--- src/hw/rtl/app_pkg.sv ---
`default_nettype none

package app_pkg;

   // Field widths of the request and response channels
   localparam int CHANNEL_W   = 2;
   localparam int RANK_W      = 1;
   localparam int BANK_W      = 3;
   localparam int ROW_FIELD_W = 16;
   localparam int CMD_W       = 2;
   localparam int QLEN_W      = 7;
   localparam int CTR_W       = 4;

   // Configuration port
   localparam int CSR_IDX_W  = 2;
   localparam int CSR_DATA_W = 7;

   localparam logic [CSR_IDX_W-1:0] CSR_CLOSE_LEVEL = 2'd0;
   localparam logic [CSR_IDX_W-1:0] CSR_OPEN_LEVEL  = 2'd1;
   localparam logic [CSR_IDX_W-1:0] CSR_HIGH_WM     = 2'd2;
   localparam logic [CSR_IDX_W-1:0] CSR_LOW_WM      = 2'd3;

   localparam logic [CTR_W-1:0]  CLOSE_LEVEL_RST = 4'd10;
   localparam logic [CTR_W-1:0]  OPEN_LEVEL_RST  = 4'd5;
   localparam logic [QLEN_W-1:0] HIGH_WM_RST     = 7'd40;
   localparam logic [QLEN_W-1:0] LOW_WM_RST      = 7'd20;

   // Default geometry
   localparam int DEF_NUM_CHANNELS = 4;
   localparam int DEF_NUM_RANKS    = 2;
   localparam int DEF_NUM_BANKS    = 8;
   localparam int DEF_ROW_BITS     = 16;

   // Command codes
   localparam logic [CMD_W-1:0] CMD_COLUMN    = 2'd0;
   localparam logic [CMD_W-1:0] CMD_ACTIVATE  = 2'd1;
   localparam logic [CMD_W-1:0] CMD_PRECHARGE = 2'd2;
   localparam logic [CMD_W-1:0] CMD_RESERVED  = 2'd3;

   // Request functions
   localparam logic FUNC_DRAIN   = 1'b0;
   localparam logic FUNC_REQUEST = 1'b1;

   localparam logic POLICY_OPEN  = 1'b0;
   localparam logic POLICY_CLOSE = 1'b1;

   localparam logic [CTR_W-1:0] CTR_MAX   = 4'd15;
   localparam logic [CTR_W-1:0] CTR_RESET = 4'd7;

   typedef struct packed {
      logic [CTR_W-1:0] ctr;
      logic             policy;
      logic             crow_valid;
   } entry_meta_type;

   localparam entry_meta_type META_RESET = '{
      ctr:        CTR_RESET,
      policy:     POLICY_OPEN,
      crow_valid: 1'b0
   };

   typedef struct packed {
      logic             hit;
      logic             ap;
      logic             record;
      logic             policy_after;
      logic [CTR_W-1:0] ctr;
   } policy_result_type;

   typedef struct packed {
      logic                   func;
      logic [CHANNEL_W-1:0]   channel;
      logic [RANK_W-1:0]      rank;
      logic [BANK_W-1:0]      bank;
      logic [ROW_FIELD_W-1:0] row;
      logic [ROW_FIELD_W-1:0] open_row;
      logic                   open_row_valid;
      logic [CMD_W-1:0]       next_cmd;
      logic [QLEN_W-1:0]      write_queue_len;
      logic [QLEN_W-1:0]      read_queue_len;
   } req_item_type;

   typedef struct packed {
      logic drain_mode;
      logic row_hit;
      logic policy_used;
      logic policy_after;
      logic auto_precharge;
   } rsp_item_type;

endpackage

`default_nettype wire

--- src/hw/rtl/app_if.sv ---
`default_nettype none

interface app_req_if;
   import app_pkg::*;

   logic                   valid;
   logic                   ready;
   logic                   func;
   logic [CHANNEL_W-1:0]   channel;
   logic [RANK_W-1:0]      rank;
   logic [BANK_W-1:0]      bank;
   logic [ROW_FIELD_W-1:0] row;
   logic [ROW_FIELD_W-1:0] open_row;
   logic                   open_row_valid;
   logic [CMD_W-1:0]       next_cmd;
   logic [QLEN_W-1:0]      write_queue_len;
   logic [QLEN_W-1:0]      read_queue_len;

   modport source (
      output valid, func, channel, rank, bank, row, open_row, open_row_valid,
             next_cmd, write_queue_len, read_queue_len,
      input  ready
   );

   modport sink (
      input  valid, func, channel, rank, bank, row, open_row, open_row_valid,
             next_cmd, write_queue_len, read_queue_len,
      output ready
   );
endinterface

interface app_rsp_if;
   logic valid;
   logic ready;
   logic drain_mode;
   logic row_hit;
   logic policy_used;
   logic policy_after;
   logic auto_precharge;

   modport source (
      output valid, drain_mode, row_hit, policy_used, policy_after, auto_precharge,
      input  ready
   );

   modport sink (
      input  valid, drain_mode, row_hit, policy_used, policy_after, auto_precharge,
      output ready
   );
endinterface

`default_nettype wire

--- src/hw/rtl/app_bank_table.sv ---
`default_nettype none

module app_bank_table #(
   parameter  int ENTRIES = 64,
   parameter  int ROW_W   = 16,
   localparam int IDX_W   = (ENTRIES > 1) ? $clog2(ENTRIES) : 1
) (
   input  wire                        clock,
   input  wire                        reset,
   input  wire                        rd_en,
   input  wire  [IDX_W-1:0]           rd_idx,
   input  wire                        wr_en,
   input  wire  [IDX_W-1:0]           wr_idx,
   input  app_pkg::entry_meta_type    wr_meta,
   input  wire  [ROW_W-1:0]           wr_row,
   output app_pkg::entry_meta_type    rd_meta,
   output logic [ROW_W-1:0]           rd_row
);
   import app_pkg::*;

   localparam int META_W = $bits(entry_meta_type);
   localparam int WORD_W = META_W + ROW_W;

   logic [WORD_W-1:0]  mem [ENTRIES];
   logic [WORD_W-1:0]  rd_word_ff;

   // per-entry written flags: unwritten entries read as reset values
   logic [ENTRIES-1:0] written_ff, written_in;
   logic               rd_written_ff, rd_written_in;
   logic [IDX_W-1:0]   rd_idx_ff, rd_idx_in;

   // last write, covers a read issued at the same edge as the write
   logic               fwd_valid_ff, fwd_valid_in;
   logic [IDX_W-1:0]   fwd_idx_ff, fwd_idx_in;
   entry_meta_type     fwd_meta_ff, fwd_meta_in;
   logic [ROW_W-1:0]   fwd_row_ff, fwd_row_in;

   always_ff @(posedge clock) begin
      if (wr_en) begin
         mem[wr_idx] <= {wr_meta, wr_row};
      end
      if (rd_en) begin
         rd_word_ff <= mem[rd_idx];
      end
   end

   always_comb begin
      written_in = written_ff;
      if (wr_en) begin
         written_in[wr_idx] = 1'b1;
      end
      rd_written_in = rd_en ? written_ff[rd_idx] : rd_written_ff;
      rd_idx_in     = rd_en ? rd_idx : rd_idx_ff;
      fwd_valid_in  = fwd_valid_ff | wr_en;
      fwd_idx_in    = wr_en ? wr_idx  : fwd_idx_ff;
      fwd_meta_in   = wr_en ? wr_meta : fwd_meta_ff;
      fwd_row_in    = wr_en ? wr_row  : fwd_row_ff;
   end

   always_ff @(posedge clock) begin
      if (reset) begin
         written_ff   <= '0;
         fwd_valid_ff <= 1'b0;
      end else begin
         written_ff   <= written_in;
         fwd_valid_ff <= fwd_valid_in;
      end
      rd_written_ff <= rd_written_in;
      rd_idx_ff     <= rd_idx_in;
      fwd_idx_ff    <= fwd_idx_in;
      fwd_meta_ff   <= fwd_meta_in;
      fwd_row_ff    <= fwd_row_in;
   end

   always_comb begin
      if (fwd_valid_ff && (fwd_idx_ff == rd_idx_ff)) begin
         rd_meta = fwd_meta_ff;
         rd_row  = fwd_row_ff;
      end else if (rd_written_ff) begin
         rd_meta = entry_meta_type'(rd_word_ff[WORD_W-1:ROW_W]);
         rd_row  = rd_word_ff[ROW_W-1:0];
      end else begin
         rd_meta = META_RESET;
         rd_row  = '0;
      end
   end

endmodule

`default_nettype wire

--- src/hw/rtl/app_policy_calc.sv ---
`default_nettype none

module app_policy_calc #(
   parameter int ROW_W = 16
) (
   input  app_pkg::entry_meta_type                  meta,
   input  wire  [ROW_W-1:0]                         crow,
   input  wire  [ROW_W-1:0]                         row,
   input  wire  [ROW_W-1:0]                         open_row,
   input  wire                                      open_row_valid,
   input  wire  [app_pkg::CMD_W-1:0]                next_cmd,
   input  wire  [app_pkg::CTR_W-1:0]                close_level,
   input  wire  [app_pkg::CTR_W-1:0]                open_level,
   output app_pkg::policy_result_type               result
);
   import app_pkg::*;

   always_comb begin
      result     = '0;
      result.ctr = meta.ctr;
      if (meta.policy == POLICY_OPEN) begin
         result.hit = open_row_valid && (open_row == row);
         if (!result.hit && (meta.ctr < CTR_MAX)) begin
            result.ctr = meta.ctr + 1'b1;
         end
         result.policy_after = (result.ctr >= close_level) ? POLICY_CLOSE : POLICY_OPEN;
      end else begin
         result.hit    = meta.crow_valid && (crow == row);
         result.record = (next_cmd == CMD_COLUMN);
         result.ap     = result.record;
         if (result.hit && (meta.ctr != '0)) begin
            result.ctr = meta.ctr - 1'b1;
         end
         result.policy_after = (result.ctr <= open_level) ? POLICY_OPEN : POLICY_CLOSE;
      end
   end

endmodule

`default_nettype wire

--- src/hw/rtl/app_drain_ctl.sv ---
`default_nettype none

module app_drain_ctl #(
   parameter  int NUM_CH   = 4,
   localparam int CH_IDX_W = (NUM_CH > 1) ? $clog2(NUM_CH) : 1
) (
   input  wire                              clock,
   input  wire                              reset,
   input  wire                              upd_en,
   input  wire  [app_pkg::CHANNEL_W-1:0]    channel,
   input  wire  [app_pkg::QLEN_W-1:0]       write_queue_len,
   input  wire  [app_pkg::QLEN_W-1:0]       read_queue_len,
   input  wire  [app_pkg::QLEN_W-1:0]       high_wm,
   input  wire  [app_pkg::QLEN_W-1:0]       low_wm,
   output logic                             cur_flag,
   output logic                             new_flag
);
   import app_pkg::*;

   logic [NUM_CH-1:0] flags_ff, flags_in;
   logic [CH_IDX_W-1:0] ch_idx;

   assign ch_idx = CH_IDX_W'(channel);

   always_comb begin
      cur_flag = flags_ff[ch_idx];
      // hysteresis holds while above the low mark; it starts above the high mark or on an empty read queue
      new_flag = cur_flag && (write_queue_len > low_wm);
      if (write_queue_len > high_wm) begin
         new_flag = 1'b1;
      end else if (read_queue_len == '0) begin
         new_flag = 1'b1;
      end
      flags_in = flags_ff;
      if (upd_en) begin
         flags_in[ch_idx] = new_flag;
      end
   end

   always_ff @(posedge clock) begin
      if (reset) begin
         flags_ff <= '0;
      end else begin
         flags_ff <= flags_in;
      end
   end

endmodule

`default_nettype wire

--- src/hw/rtl/adaptive_page_policy_unit.sv ---
// Adaptive open/close page policy and write-drain unit.
// req_ch (valid/ready) carries one request: func 0 updates the write-drain
// flag of a channel from its queue lengths, func 1 reports an issued DRAM
// request and updates that bank's miss counter, policy and closed row.
// rsp_ch (valid/ready) returns exactly one response per request, in order.
// csr_we/csr_index/csr_wdata write the thresholds and watermarks; write
// them only while no request is in flight.
// Flow: an accepted request is registered in the compute stage, and its
// response enters the response register when the compute stage moves on.
// Throughput: one request per cycle while responses are taken. The per-bank
// state lives in a single synchronous memory read at accept and written back
// when the compute stage moves on; a last-write bypass covers back-to-back
// requests on one bank. Stalls: the response register holds until taken;
// a request may still be taken while it waits, and the pipeline stops only
// when both the response register and the compute stage are full.
// Reset: synchronous, active high. Drain flags clear, thresholds and
// watermarks return to 10/5/40/20, and every bank entry reads as counter 7,
// open page, no closed row at once (per-entry written flags, no sweep).
`default_nettype none

module adaptive_page_policy_unit #(
   parameter int NUM_CHANNELS = app_pkg::DEF_NUM_CHANNELS,
   parameter int NUM_RANKS    = app_pkg::DEF_NUM_RANKS,
   parameter int NUM_BANKS    = app_pkg::DEF_NUM_BANKS,
   parameter int ROW_BITS     = app_pkg::DEF_ROW_BITS
) (
   input  wire                               clock,
   input  wire                               reset,
   app_req_if.sink                           req_ch,
   app_rsp_if.source                         rsp_ch,
   input  wire                               csr_we,
   input  wire  [app_pkg::CSR_IDX_W-1:0]     csr_index,
   input  wire  [app_pkg::CSR_DATA_W-1:0]    csr_wdata
);
   import app_pkg::*;

   // Only indexes the request fields can reach need storage
   localparam int EFF_CH  = (NUM_CHANNELS < (1 << CHANNEL_W)) ? NUM_CHANNELS : (1 << CHANNEL_W);
   localparam int EFF_RK  = (NUM_RANKS < (1 << RANK_W)) ? NUM_RANKS : (1 << RANK_W);
   localparam int EFF_BK  = (NUM_BANKS < (1 << BANK_W)) ? NUM_BANKS : (1 << BANK_W);
   localparam int ENTRIES = EFF_CH * EFF_RK * EFF_BK;
   localparam int IDX_W   = (ENTRIES > 1) ? $clog2(ENTRIES) : 1;
   // stored rows never exceed the request field
   localparam int ROW_W   = (ROW_BITS < ROW_FIELD_W) ? ROW_BITS : ROW_FIELD_W;

   // ---------------- configuration registers ----------------
   logic [CTR_W-1:0]  close_level_ff, close_level_in;
   logic [CTR_W-1:0]  open_level_ff, open_level_in;
   logic [QLEN_W-1:0] high_wm_ff, high_wm_in;
   logic [QLEN_W-1:0] low_wm_ff, low_wm_in;

   always_comb begin
      close_level_in = close_level_ff;
      open_level_in  = open_level_ff;
      high_wm_in     = high_wm_ff;
      low_wm_in      = low_wm_ff;
      if (csr_we) begin
         case (csr_index)
            CSR_CLOSE_LEVEL: close_level_in = csr_wdata[CTR_W-1:0];
            CSR_OPEN_LEVEL:  open_level_in  = csr_wdata[CTR_W-1:0];
            CSR_HIGH_WM:     high_wm_in     = csr_wdata[QLEN_W-1:0];
            CSR_LOW_WM:      low_wm_in      = csr_wdata[QLEN_W-1:0];
            default: ;
         endcase
      end
   end

   always_ff @(posedge clock) begin
      if (reset) begin
         close_level_ff <= CLOSE_LEVEL_RST;
         open_level_ff  <= OPEN_LEVEL_RST;
         high_wm_ff     <= HIGH_WM_RST;
         low_wm_ff      <= LOW_WM_RST;
      end else begin
         close_level_ff <= close_level_in;
         open_level_ff  <= open_level_in;
         high_wm_ff     <= high_wm_in;
         low_wm_ff      <= low_wm_in;
      end
   end

   // ---------------- accept stage: decode, table read ----------------
   req_item_type      a_item;
   logic              a_ch_ok, a_bank_ok;
   logic [31:0]       a_idx_full;
   logic [IDX_W-1:0]  a_idx;
   logic              req_accept;
   logic              b_go;

   always_comb begin
      a_item.func            = req_ch.func;
      a_item.channel         = req_ch.channel;
      a_item.rank            = req_ch.rank;
      a_item.bank            = req_ch.bank;
      a_item.row             = req_ch.row;
      a_item.open_row        = req_ch.open_row;
      a_item.open_row_valid  = req_ch.open_row_valid;
      a_item.next_cmd        = req_ch.next_cmd;
      a_item.write_queue_len = req_ch.write_queue_len;
      a_item.read_queue_len  = req_ch.read_queue_len;

      a_ch_ok    = (32'(req_ch.channel) < EFF_CH);
      a_bank_ok  = (32'(req_ch.rank) < EFF_RK) && (32'(req_ch.bank) < EFF_BK);
      a_idx_full = (32'(req_ch.channel) * EFF_RK + 32'(req_ch.rank)) * EFF_BK
                 + 32'(req_ch.bank);
      a_idx      = (a_ch_ok && a_bank_ok) ? a_idx_full[IDX_W-1:0] : '0;
   end

   // ---------------- compute stage registers ----------------
   logic              b_valid_ff, b_valid_in;
   req_item_type      b_item_ff, b_item_in;
   logic              b_ch_ok_ff, b_ch_ok_in;
   logic              b_bank_ok_ff, b_bank_ok_in;
   logic [IDX_W-1:0]  b_idx_ff, b_idx_in;

   logic              out_valid_ff, out_valid_in;
   rsp_item_type      out_item_ff, out_item_in;

   // compute stage moves on when the response register is free or draining
   assign b_go       = b_valid_ff && (!out_valid_ff || rsp_ch.ready);
   assign req_ch.ready = !b_valid_ff || b_go;
   assign req_accept = req_ch.valid && req_ch.ready;

   always_comb begin
      b_valid_in   = req_accept ? 1'b1 : (b_go ? 1'b0 : b_valid_ff);
      b_item_in    = req_accept ? a_item    : b_item_ff;
      b_ch_ok_in   = req_accept ? a_ch_ok   : b_ch_ok_ff;
      b_bank_ok_in = req_accept ? a_bank_ok : b_bank_ok_ff;
      b_idx_in     = req_accept ? a_idx     : b_idx_ff;
   end

   // ---------------- bank table ----------------
   entry_meta_type    rd_meta;
   logic [ROW_W-1:0]  rd_row;
   logic              wr_en;
   entry_meta_type    wr_meta;
   logic [ROW_W-1:0]  wr_row;

   app_bank_table #(
      .ENTRIES (ENTRIES),
      .ROW_W   (ROW_W)
   ) u_table (
      .clock   (clock),
      .reset   (reset),
      .rd_en   (req_accept),
      .rd_idx  (a_idx),
      .wr_en   (wr_en),
      .wr_idx  (b_idx_ff),
      .wr_meta (wr_meta),
      .wr_row  (wr_row),
      .rd_meta (rd_meta),
      .rd_row  (rd_row)
   );

   // ---------------- policy update ----------------
   policy_result_type pol;

   app_policy_calc #(
      .ROW_W (ROW_W)
   ) u_policy (
      .meta           (rd_meta),
      .crow           (rd_row),
      .row            (b_item_ff.row[ROW_W-1:0]),
      .open_row       (b_item_ff.open_row[ROW_W-1:0]),
      .open_row_valid (b_item_ff.open_row_valid),
      .next_cmd       (b_item_ff.next_cmd),
      .close_level    (close_level_ff),
      .open_level     (open_level_ff),
      .result         (pol)
   );

   // ---------------- drain flags ----------------
   logic drain_upd;
   logic drain_cur;
   logic drain_new;

   assign drain_upd = b_go && b_ch_ok_ff && (b_item_ff.func == FUNC_DRAIN);

   app_drain_ctl #(
      .NUM_CH (EFF_CH)
   ) u_drain (
      .clock           (clock),
      .reset           (reset),
      .upd_en          (drain_upd),
      .channel         (b_item_ff.channel),
      .write_queue_len (b_item_ff.write_queue_len),
      .read_queue_len  (b_item_ff.read_queue_len),
      .high_wm         (high_wm_ff),
      .low_wm          (low_wm_ff),
      .cur_flag        (drain_cur),
      .new_flag        (drain_new)
   );

   // ---------------- write-back and response ----------------
   rsp_item_type rsp_d;

   always_comb begin
      wr_en = b_go && b_ch_ok_ff && b_bank_ok_ff && (b_item_ff.func == FUNC_REQUEST);

      wr_meta.ctr        = pol.ctr;
      wr_meta.policy     = pol.policy_after;
      // column command in close mode records the row it auto-closes
      wr_meta.crow_valid = pol.record ? 1'b1 : rd_meta.crow_valid;
      wr_row             = pol.record ? b_item_ff.row[ROW_W-1:0] : rd_row;

      rsp_d = '0;
      if (b_ch_ok_ff) begin
         if (b_item_ff.func == FUNC_DRAIN) begin
            rsp_d.drain_mode = drain_new;
         end else begin
            rsp_d.drain_mode = drain_cur;
            if (b_bank_ok_ff) begin
               rsp_d.row_hit        = pol.hit;
               rsp_d.policy_used    = rd_meta.policy;
               rsp_d.policy_after   = pol.policy_after;
               rsp_d.auto_precharge = pol.ap;
            end
         end
      end

      out_valid_in = b_go ? 1'b1 : (rsp_ch.ready ? 1'b0 : out_valid_ff);
      out_item_in  = b_go ? rsp_d : out_item_ff;
   end

   always_ff @(posedge clock) begin
      if (reset) begin
         b_valid_ff   <= 1'b0;
         out_valid_ff <= 1'b0;
      end else begin
         b_valid_ff   <= b_valid_in;
         out_valid_ff <= out_valid_in;
      end
      b_item_ff    <= b_item_in;
      b_ch_ok_ff   <= b_ch_ok_in;
      b_bank_ok_ff <= b_bank_ok_in;
      b_idx_ff     <= b_idx_in;
      out_item_ff  <= out_item_in;
   end

   assign rsp_ch.valid          = out_valid_ff;
   assign rsp_ch.drain_mode     = out_item_ff.drain_mode;
   assign rsp_ch.row_hit        = out_item_ff.row_hit;
   assign rsp_ch.policy_used    = out_item_ff.policy_used;
   assign rsp_ch.policy_after   = out_item_ff.policy_after;
   assign rsp_ch.auto_precharge = out_item_ff.auto_precharge;

endmodule

`default_nettype wire
--- src/flat_wrapper.sv ---
// flat-port wrapper written by rule: the top's interface ports become plain ports
module adaptive_page_policy_unit_flat import app_pkg::*;
#(
   parameter int NUM_CHANNELS = app_pkg::DEF_NUM_CHANNELS,
   parameter int NUM_RANKS    = app_pkg::DEF_NUM_RANKS,
   parameter int NUM_BANKS    = app_pkg::DEF_NUM_BANKS,
   parameter int ROW_BITS     = app_pkg::DEF_ROW_BITS
)
  (clock, reset, csr_we, csr_index, csr_wdata, req_ch_valid, req_ch_func, req_ch_channel, req_ch_rank, req_ch_bank, req_ch_row, req_ch_open_row, req_ch_open_row_valid, req_ch_next_cmd, req_ch_write_queue_len, req_ch_read_queue_len, req_ch_ready, rsp_ch_valid, rsp_ch_drain_mode, rsp_ch_row_hit, rsp_ch_policy_used, rsp_ch_policy_after, rsp_ch_auto_precharge, rsp_ch_ready);
  app_req_if req_ch_i ();
  app_rsp_if rsp_ch_i ();
  input  wire clock;
  input  wire reset;
  input  wire csr_we;
  input  wire  [app_pkg::CSR_IDX_W-1:0] csr_index;
  input  wire  [app_pkg::CSR_DATA_W-1:0] csr_wdata;
  input wire logic [$bits(req_ch_i.valid)-1:0] req_ch_valid;
  input wire logic [$bits(req_ch_i.func)-1:0] req_ch_func;
  input wire logic [$bits(req_ch_i.channel)-1:0] req_ch_channel;
  input wire logic [$bits(req_ch_i.rank)-1:0] req_ch_rank;
  input wire logic [$bits(req_ch_i.bank)-1:0] req_ch_bank;
  input wire logic [$bits(req_ch_i.row)-1:0] req_ch_row;
  input wire logic [$bits(req_ch_i.open_row)-1:0] req_ch_open_row;
  input wire logic [$bits(req_ch_i.open_row_valid)-1:0] req_ch_open_row_valid;
  input wire logic [$bits(req_ch_i.next_cmd)-1:0] req_ch_next_cmd;
  input wire logic [$bits(req_ch_i.write_queue_len)-1:0] req_ch_write_queue_len;
  input wire logic [$bits(req_ch_i.read_queue_len)-1:0] req_ch_read_queue_len;
  output wire logic [$bits(req_ch_i.ready)-1:0] req_ch_ready;
  output wire logic [$bits(rsp_ch_i.valid)-1:0] rsp_ch_valid;
  output wire logic [$bits(rsp_ch_i.drain_mode)-1:0] rsp_ch_drain_mode;
  output wire logic [$bits(rsp_ch_i.row_hit)-1:0] rsp_ch_row_hit;
  output wire logic [$bits(rsp_ch_i.policy_used)-1:0] rsp_ch_policy_used;
  output wire logic [$bits(rsp_ch_i.policy_after)-1:0] rsp_ch_policy_after;
  output wire logic [$bits(rsp_ch_i.auto_precharge)-1:0] rsp_ch_auto_precharge;
  input wire logic [$bits(rsp_ch_i.ready)-1:0] rsp_ch_ready;
  assign req_ch_i.valid = req_ch_valid;
  assign req_ch_i.func = req_ch_func;
  assign req_ch_i.channel = req_ch_channel;
  assign req_ch_i.rank = req_ch_rank;
  assign req_ch_i.bank = req_ch_bank;
  assign req_ch_i.row = req_ch_row;
  assign req_ch_i.open_row = req_ch_open_row;
  assign req_ch_i.open_row_valid = req_ch_open_row_valid;
  assign req_ch_i.next_cmd = req_ch_next_cmd;
  assign req_ch_i.write_queue_len = req_ch_write_queue_len;
  assign req_ch_i.read_queue_len = req_ch_read_queue_len;
  assign req_ch_ready = req_ch_i.ready;
  assign rsp_ch_valid = rsp_ch_i.valid;
  assign rsp_ch_drain_mode = rsp_ch_i.drain_mode;
  assign rsp_ch_row_hit = rsp_ch_i.row_hit;
  assign rsp_ch_policy_used = rsp_ch_i.policy_used;
  assign rsp_ch_policy_after = rsp_ch_i.policy_after;
  assign rsp_ch_auto_precharge = rsp_ch_i.auto_precharge;
  assign rsp_ch_i.ready = rsp_ch_ready;
  adaptive_page_policy_unit #(.NUM_CHANNELS(NUM_CHANNELS), .NUM_RANKS(NUM_RANKS), .NUM_BANKS(NUM_BANKS), .ROW_BITS(ROW_BITS)) u_core (.clock(clock), .reset(reset), .req_ch(req_ch_i), .rsp_ch(rsp_ch_i), .csr_we(csr_we), .csr_index(csr_index), .csr_wdata(csr_wdata));
endmodule
--- config.mk ---
export PLATFORM = sky130hd
export DESIGN_NAME = adaptive_page_policy_unit_flat
export DESIGN_NICKNAME = d
export VERILOG_FILES = /design/src/hw/rtl/app_pkg.sv /design/src/hw/rtl/app_if.sv /design/src/hw/rtl/app_bank_table.sv /design/src/hw/rtl/app_policy_calc.sv /design/src/hw/rtl/app_drain_ctl.sv /design/src/hw/rtl/adaptive_page_policy_unit.sv /design/src/flat_wrapper.sv
export SDC_FILE = /design/constraint.sdc
export NUM_CORES = 2
export LEC_CHECK = 0
export BUFFER_PORTS_ARGS = -buffer_cell sky130_fd_sc_hd__buf_2
export CORE_ASPECT_RATIO = 1.75
export CORE_MARGIN = 2
export CORE_UTILIZATION = 45
export CTS_CLUSTER_SIZE = 14
export DETAILED_ROUTE_END_ITERATION = 7
export MAX_ROUTING_LAYER = met4
export PLACE_DENSITY_LB_ADDON = 0.12
export SETUP_SLACK_MARGIN = 0.5
export SLEW_MARGIN = 20
export SYNTH_ARGS = -nofsm -noshare
export SYNTH_HDL_FRONTEND = slang
export SYNTH_SLANG_ARGS = --single-unit
--- constraint.sdc ---
create_clock -name clock -period 9.8 [get_ports clock]
set_input_delay 1.96 -clock clock [delete_from_list [all_inputs] [get_ports clock]]
set_output_delay 1.96 -clock clock [all_outputs]
set_load 0.05 [all_outputs]
==> impl_metrics.sql <==
INSERT INTO impl_metrics (metric_group, metric, value, unit) VALUES
('power', 'vdd_drop_max', '167', 'uV'),
('detailed_routing', 'route.detailed.drc', '0', ''),
('clocking', 'cts_resized', '0', ''),
('status', 'run_status', 'complete, no violations', ''),
('critical_path', 'crit_start', 'u_core.b_idx_ff[5]', ''),
('synthesis', 'share_of_synthesized_flip_flops_with_an_asynchronous_set_or_reset', '0', '%'),
('global_route', 'maximum_number_of_pins_on_one_net_before_global_route_repair', '127', ''),
('critical_path', 'timing.critical_path.to_type', 'flip-flop', ''),
('global_route', 'first_pass_grt_wire_length', '227000', 'um'),
('final_layout', 'sequential_area', '0.0475', 'mm2'),
('die', 'die_width', '286', 'um'),
('final_layout', 'final_util', '51.0', '%'),
('global_route', 'first_global_vias', '31400', ''),
('clocking', 'cts.reportedPaths.clkPinSlew', '60', 'ps'),
('synthesis', 'post_synth_inst_count', '2869', ''),
('die', 'design.portCount', '77', ''),
('critical_path', 'crit_path_max_fanout', '66', ''),
('final_layout', 'area.growth.synth_to_final', '12.4', '%'),
('timing', 'period_minus_slack', '5710', 'ps'),
('placed_design', 'gp_congestion', '0.846', ''),
('timing', 'whs', '464', 'ps'),
('synthesis', 'syn_area', '0.0625', 'mm2'),
('synthesis', 'syn-mean-instance-area', '21.8', 'um2'),
('timing', 'worst_pin_slew', '1140', 'ps'),
('global_route', 'grt_usage', '23.2', '%'),
('timing', 'fin_tns_setup', '0', 'ps'),
('critical_path', 'reg2reg_depth', '19', ''),
('die', 'core_area', '0.138', 'mm2'),
('clocking', 'cts_root_buf', 'sky130_fd_sc_hd__clkbuf_16', ''),
('synthesis', 'main_area_contributors_after_synthesis', 'sky130_fd_sc_hd__edfxtp_1 (73%), sky130_fd_sc_hd__mux4_2 (17%), sky130_fd_sc_hd__dfxtp_1 (3.0%)', ''),
('synthesis', 'number_of_flip_flops_and_latches_in_the_synthesized_netlist', '1613', ''),
('die', 'die-height', '497', 'um'),
('detailed_routing', 'via_per_inst', '5.96', ''),
('clocking', 'postCtsHoldBufs', '0', ''),
('clocking', 'htree_depth', '4', ''),
('critical_path', 'setup.worst_path.class', 'flip-flop to flip-flop', ''),
('timing', 'finalMaxSlewViolations', '0', ''),
('detailed_routing', 'drt_iter0_markers', '2477', ''),
('synthesis', 'synth_area_leader_cell', 'sky130_fd_sc_hd__edfxtp_1', ''),
('timing', 'slew_headroom', '23.8', '%'),
('detailed_routing', 'drt_pass_1_iters', '5', ''),
('worst_hold_path', 'min_delay_path_depth', '2', ''),
('worst_hold_path', 'hold_path_startpoint', 'u_core.low_wm_ff[3]', ''),
('synthesis', 'synth_largest_type_area_fraction', '73.1', '%'),
('worst_hold_path', 'holdCritPathClass', 'flip-flop to flip-flop', ''),
('clocking', 'clkLatencyLatePin', '760', 'ps'),
('power', 'power_density', '197', 'mW/mm2'),
('timing', 'hold_viol', '0', ''),
('run', 'timing.max_cap.violations', '0', ''),
('final_layout', 'area_taken_by_multi_input_logic_gates', '0.0147', 'mm2'),
('clocking', 'cts.repair_timing.setup_buffer_count', '0', ''),
('die', 'core.rowCount', '180', ''),
('global_route', 'antenna_found_initial', '5', ''),
('power', 'design_power_total', '13900', 'uW'),
('detailed_routing', 'detail_route.wl_per_cell', '31.7', 'um'),
('detailed_routing', 'routed_wl', '158000', 'um'),
('power', 'total_leakage_power', '0.0222', 'uW'),
('detailed_routing', 'route.antenna.remaining_nets', '0', ''),
('synthesis', 'dominantRegCellSynth', 'sky130_fd_sc_hd__edfxtp_1', ''),
('synthesis', 'synth_edf_count', '1520', ''),
('clocking', 'cts_tree', 'built', ''),
('synthesis', 'synthTopCellsByCount', 'sky130_fd_sc_hd__edfxtp_1 (1520), sky130_fd_sc_hd__mux4_2 (484), sky130_fd_sc_hd__nor2_1 (222), sky130_fd_sc_hd__dfxtp_1 (93), sky130_fd_sc_hd__clkbuf_1 (90)', ''),
('die', 'design.die.area', '0.142', 'mm2'),
('placed_design', 'portbufs', '76', ''),
('placed_design', 'postPlaceCellArea', '0.0658', 'mm2'),
('final_layout', 'n_fill_cell', '10800', ''),
('synthesis', 'post_synth_num_cell_types', '60', ''),
('timing', 'clock_skew', '24.6', 'ps'),
('timing', 'timing.final.setup_violations', '0', ''),
('final_layout', 'final_nets', '3144', ''),
('clocking', 'cts.sinks', '1613', '');
==> path summary, 6_finish.rpt <==
path	to	slack (ps)
setup reg to reg	u_core.rsp_ch.policy_after	4090
setup / recovery	u_core.rsp_ch.policy_after	4090
hold / removal	u_core.low_wm_ff[3]	460
hold reg to reg	u_core.low_wm_ff[3]	460
==> registers in the layout, summed over array words and instances, names as in the netlist <==
name	flops
u_core.rsp_ch.auto_precharge	1
u_core.u_table.fwd_idx_ff	6
u_core.rsp_ch.policy_used	1
u_core.u_table.rd_written_ff	1
u_core.close_level_ff	4
u_core.u_table.fwd_row_ff	16
u_core.open_level_ff	4
u_core.u_table.mem	1408
u_core.low_wm_ff	7
u_core.high_wm_ff	7
u_core.u_table.rd_word_ff	22
u_core.b_idx_ff	6
u_core.u_drain.flags_ff	4
u_core.u_table.fwd_valid_ff	1
u_core.u_table.written_ff	64
u_core.b_item_ff	50
u_core.u_table.fwd_meta_ff	6
u_core.rsp_ch.valid	1
u_core.b_valid_ff	1
u_core.rsp_ch.drain_mode	1
u_core.rsp_ch.row_hit	1
u_core.rsp_ch.policy_after	1
==> per-layer routing <==
layer | part of all wire [%] | up-vias | global-route usage [%]
met5 | 0 | - | -
met4 | 3.3 | 0 | 7.35
met3 | 4.0 | 248 | 2.97
met2 | 56 | 800 | 42.0
met1 | 37 | 16300 | 26.7
li1 | - | 12300 | -
==> final cells by class <==
| class | instances | share of cell area (%) |
|---|---|---|
| antenna | 4 | 0.0143 |
| clock buffer | 200 | 5.67 |
| clock inverter | 51 | 0.552 |
| multi-input combinational | 1073 | 20.9 |
| tap | 1820 | 3.24 |
| inverter | 41 | 0.219 |
| sequential | 1613 | 67.7 |
| timing repair buffer | 175 | 1.78 |
==> through the flow <==
step / worst slack (ps) / instances
after floorplan: 2330 / 2869
after global placement: 4120 / 4721
after detailed placement: 3950 / 4721
after CTS: 4130 / 4972
after global routing: 3710 / 4976
final: 4090 / 4977
==> cells by family (layout without fill, tap and decap cells) <==
logic type,Yosys count,in the layout,synth area share [%]
adders and majority gates,24,24,0.481
xor gates and xnor gates,30,30,0.421
buffers and inverters,183,467,1.14
AOI/OAI and AO/OA,142,142,1.57
and+or+nand+nor,381,381,2.71
other,0,4,0
DFF,1613,1613,76.0
muxes,496,496,17.6
==> critical path, stage by stage, from the launching register on <==
cell                       delay [ps]
sky130_fd_sc_hd__edfxtp_1         620
sky130_fd_sc_hd__xnor2_1          270
sky130_fd_sc_hd__and4_1           570
sky130_fd_sc_hd__nand2_1          430
sky130_fd_sc_hd__o21ai_1          570
sky130_fd_sc_hd__inv_1            190
sky130_fd_sc_hd__ha_1             280
sky130_fd_sc_hd__nand3_1           80
sky130_fd_sc_hd__nor3_1            50
sky130_fd_sc_hd__a41o_1           260
sky130_fd_sc_hd__or2_2            330
sky130_fd_sc_hd__xnor2_1          150
sky130_fd_sc_hd__ha_1             290
sky130_fd_sc_hd__nand2b_1         140
sky130_fd_sc_hd__a21o_1           180
sky130_fd_sc_hd__a21o_1           170
sky130_fd_sc_hd__a21oi_1          230
sky130_fd_sc_hd__o21ai_4           60
sky130_fd_sc_hd__buf_4            340
sky130_fd_sc_hd__and2_1           270
==> power breakdown <==
| part | internal (uW) | switching [uW] |
|---|---|---|
| logic | 287 | 488 |
| registers | 7660 | 43.7 |
| clock network | 2970 | 2410 |
==> placed cells by master (no fill, tap or decap), types with 17 or more instances in the layout <==
master	Yosys	routed
sky130_fd_sc_hd__nand2_1	61	61
sky130_fd_sc_hd__ha_1	24	24
sky130_fd_sc_hd__edfxtp_1	1520	1520
sky130_fd_sc_hd__inv_1	41	40
sky130_fd_sc_hd__clkinv_2	0	17
sky130_fd_sc_hd__dfxtp_1	93	93
sky130_fd_sc_hd__buf_4	1	93
sky130_fd_sc_hd__nand3_1	21	21
sky130_fd_sc_hd__clkinv_1	0	23
sky130_fd_sc_hd__clkbuf_1	90	47
sky130_fd_sc_hd__clkbuf_16	0	151
sky130_fd_sc_hd__mux4_2	484	484
sky130_fd_sc_hd__o21ai_0	20	17
sky130_fd_sc_hd__nor2_1	222	158
sky130_fd_sc_hd__a21oi_1	33	27
sky130_fd_sc_hd__xnor2_1	25	24
sky130_fd_sc_hd__buf_2	10	72
sky130_fd_sc_hd__nor2_2	1	59
Note: power is estimated with default switching activity, not from simulation.
